===== config.mk =====
export PLATFORM = sky130hd
export DESIGN_NAME = imhq_ram
export DESIGN_NICKNAME = d
export VERILOG_FILES = /design/src/hdl/imhq_ram.sv
export SDC_FILE = /design/constraint.sdc
export NUM_CORES = 2
export LEC_CHECK = 0
export ABC_AREA = 1
export BUFFER_PORTS_ARGS = -buffer_cell sky130_fd_sc_hd__buf_2
export CAP_MARGIN = 20
export CELL_PAD_IN_SITES_DETAIL_PLACEMENT = 1
export CELL_PAD_IN_SITES_GLOBAL_PLACEMENT = 1
export CORE_ASPECT_RATIO = 1.4
export CORE_MARGIN = 5
export CORE_UTILIZATION = 50
export CTS_BUF_LIST = sky130_fd_sc_hd__clkbuf_16
export CTS_CLUSTER_DIAMETER = 50
export DETAILED_ROUTE_END_ITERATION = 7
export PLACE_DENSITY_LB_ADDON = 0.1
export SYNTH_ARGS = -nofsm -noshare
export SYNTH_HDL_FRONTEND = slang
export SYNTH_SLANG_ARGS = --single-unit
export TNS_END_PERCENT = 1

===== constraint.sdc =====
create_clock -name clk -period 2.2 [get_ports clk]
set_input_delay 0.44 -clock clk [delete_from_list [all_inputs] [get_ports clk]]
set_output_delay 0.44 -clock clk [all_outputs]
set_load 0.01 [all_outputs]

===== src/hdl/imhq_ram.sv =====
// memory with one write port and two registered read ports
module imhq_ram #(
    parameter int DATA_W = 8,
    parameter int DEPTH  = 256,
    parameter int ADDR_W = $clog2(DEPTH)
) (
    input  logic              clk,
    input  logic              wr_en,
    input  logic [ADDR_W-1:0] wr_addr,
    input  logic [DATA_W-1:0] wr_data,
    input  logic [ADDR_W-1:0] rd_addr_a,
    output logic [DATA_W-1:0] rd_data_a,
    input  logic [ADDR_W-1:0] rd_addr_b,
    output logic [DATA_W-1:0] rd_data_b
);

    logic [DATA_W-1:0] mem [DEPTH];
    logic [DATA_W-1:0] rd_a_reg;
    logic [DATA_W-1:0] rd_b_reg;

    always_ff @(posedge clk)
    begin
        if (wr_en)
        begin
            mem[wr_addr] <= wr_data;
        end
        rd_a_reg <= mem[rd_addr_a];
        rd_b_reg <= mem[rd_addr_b];
    end

    assign rd_data_a = rd_a_reg;
    assign rd_data_b = rd_b_reg;

endmodule


==> metrics.md <==
| Metric | Value |
|---|---|
| WP data arrival | `3.10 ns` |
| Cell area after synthesis | `104000 sq um` |
| Core area | `207000 sq um` |
| Status | `finished, violations left` |
| Final net count | `12100` |
| # Post-CTS Setup Buffers | `0` |
| Final count of hold timing violations | `0` |
| Cell Area, Placed | `115000 sq um` |
| Initial core utilization | `50.1%` |
| Post-Layout Inst Area | `123000 sq um` |
| CP required | `3.03 ns` |
| Vias in the first global route | `102000` |
| Comb pwr share | `12.6%` |
| DR WL met2 | `216 mm` |
| Crit path capture type | `flop` |
| Dominant cell type by area after synthesis | `edfxtp_1` |
| Internal power | `68000 uW` |
| GP Congestion | `0.988` |
| Root Driver | `clkbuf_16` |
| Inserted Clock Buffers | `219` |
| DP Wirelength | `315 mm` |
| Hold Path Class | `input pin to flop` |
| Synth top area share | `59.2%` |
| Die outline width | `395 um` |
| Wire per inst | `30.8 um` |
| Clk pwr share | `40.4%` |
| GR Util All Layers | `41.4%` |
| Unrepaired setup endpoints after global routing | `yes` |
| CP most frequent cell | `nand3_1` |
| Final worst slack | `-0.0733 ns` |
| PD cells | `755 nW/um^2` |
| Slew HR | `54.9%` |
| Switch share | `26.5%` |
| Area growth syn-to-layout | `18.1%` |
| Iter 0 DRT Violations | `11200` |
| Kind of critical path | `input pin to flop` |
| Crit-path slowest cell | `buf_4` |
| Final Util | `59.2%` |
| Global-route wire length before repair | `670 mm` |
| # H-tree levels | `4` |
| Clk buf depth | `4` |
| Actual slew at the worst max-slew pin | `0.677 ns` |
| Io pins | `50` |
| Leak | `0.0475 uW` |
| Worst reg-to-reg path cell count | `10` |
| Pre-antenna DRT Iters | `6` |
| Final period demand of the worst path | `2.27 ns` |
| Pin count of the biggest net entering global routing | `77` |
| Synthesis Warnings | `0` |
| Clk sink count | `2064` |
| Maxcap violations | `0` |
| Mapped Cells | `11600` |
| Die Height | `549 um` |
| Drt total wl | `462 mm` |
| Clk slew on worst S/H paths | `0.06 ns` |
| Vias | `98200` |
| Port Buf Inserts | `49` |
| Total power | `92500 uW` |
| Residual DRC count | `0` |
| Max Clock Skew | `0.0441 ns` |
| Synth unique cells | `13` |
| Antenna viol nets, final | `0` |
| Latest clock arrival within the worst-skew pair | `0.91 ns` |
| Wl on met1 | `159 mm` |
| Syn avg cell area | `8.97 sq um` |
| Gr ovfl total | `0` |
| Yosys reg bits | `2064` |
| Post-synthesis sequential area ratio | `59.5%` |
| Share of layout cells above drive strength 1 | `12.9%` |
| Row count | `198` |
| Startpoint Class | `input pin` |
| Met3 WL post-DR | `45.2 mm` |
| Top cells by area, synth | `edfxtp_1 59%, nand3_1 19%, nand2_1 15%` |
| WHS Path Cells | `1` |
| Fmax | `440 MHz` |
| Period Utilization, post-route | `103%` |
| Crit path largest cell delay | `0.25 ns` |
| Critical-path cell list | `buf_8, inv_16, buf_12, buf_12, buf_4, nand2_1, nand3_1, nand3_1, nand3_1, nand3_1, nand3_1, nand3_1, nand2_1, nand2_1, nand2_1` |
| Failing checks | `negative setup slack` |
| Post-route setup TNS | `-0.205 ns` |
| Worst VDD drop | `0.705 mV` |
| Fillers | `23300` |
| Initial antenna violation count | `22` |
| CTS tree | `built` |
| Synthesized Nets | `11600` |
| Net Sw Power | `24600 uW` |
| Setup-failing EPs final | `5` |
| Critical path fanouts, max | `47` |
| Sequential power share | `47.0%` |
| Final slew viol count | `0` |
| Die ar. | `217000 sq um` |
| Highest routed layer | `met5` |
| R2R Setup Slk | `-0.06 ns` |
| DR vias/cell | `6.54` |
-- layout by cell type, fill, tap and decap left out, drive strengths merged --
cell type and instances:
inv 93, edfxtp 2048, buf 1247, nand3 4035
dfxtp 16, diode 24, clkinv 91, nand2 4211
bufinv 25, nor2 283, clkbuf 221, dlygate4sd3 6
clkinvlp 14
-- per-stage QoR --
step | hold slack (ns) | cells | worst slack, ns
final | 0.00569 | 15000 | -0.0733
after global routing | 0.0142 | 15000 | -0.0819
after CTS | 0.00423 | 15000 | 0.00602
after detailed placement | 0.849 | 14600 | -0.904
after global placement | 0.843 | 14600 | -0.845
after floorplan | 0.539 | 11600 | 0.269
-- worst max-delay path, delay by kind of cell --
kind / cells / cell delay, ns
and+or+nand+nor: 10 / 1.51
buffers and inverters: 5 / 1.00
-- synthesized netlist by cell type, drive strengths merged --
master  count
nor2      283
nand3    4035
nand2    4211
inv        47
edfxtp   2048
clkbuf    194
buf       738
dfxtp      16
-- cell families (layout without fill, tap and decap cells) --
logic type             count (synthesis)  after routing  share of synthesized area (%)
other                                  0             24                              0
buffers and inverters                979           1697                           4.79
AND/OR/NAND/NOR                     8529           8529                           35.7
flip-flops                          2064           2064                           59.5
-- registers in the layout, summed over array words and instances, names as in the netlist --
signal / count
mem: 2048
rd_data_a: 8
rd_data_b: 8
-- layer usage --
metal,vias up,track usage (%)
met5,-,0
met1,49000,48.7
met2,6115,67.7
met4,10,31.5
met3,1835,7.55
li1,41300,-
-- final cells by class --
cell class                 count  area [sq um]  share of cell area [%]
antenna                       24          60.1                  0.0490
clock buffer                 221          5530                    4.51
clock inverter               176          1490                    1.21
inverter                      47           251                   0.205
multi-input combinational   8529         37100                    30.3
sequential                  2064         61800                    50.4
tap                         2700          3380                    2.75
timing repair buffer        1253         13000                    10.6
-- power groups by stage --
| stage | Sequential (uW) | Clock [uW] | Combinational [uW] |
|---|---|---|---|
| after CTS | 43500 | 37400 | 11300 |
| final | 43500 | 37400 | 11700 |
| after floorplan | 44200 | 0 | 5250 |
| after global routing | 43500 | 39100 | 12100 |
| after detailed placement | 44300 | 0 | 11200 |
| after global placement | 44300 | 0 | 10900 |
-- what timing repair did --
action,in CTS,in global routing
endpoints found under the setup margin,3,6
hold buffers,6,0
hold endpoints to repair,125,0
resized for setup,3,8
-- path summary, 6_finish.rpt --
check / to / startpoint
max: rd_data_a[2]$_DFF_P_ / rd_addr_a[0]
min: mem[87][5]$_DFFE_PP_ / wr_data[5]
max reg2reg: rd_data_b[0]$_DFF_P_ / mem[190][0]$_DFFE_PP_
min reg2reg: rd_data_b[2]$_DFF_P_ / mem[60][2]$_DFFE_PP_
No activity file was read; power rests on OpenSTA's default activity.
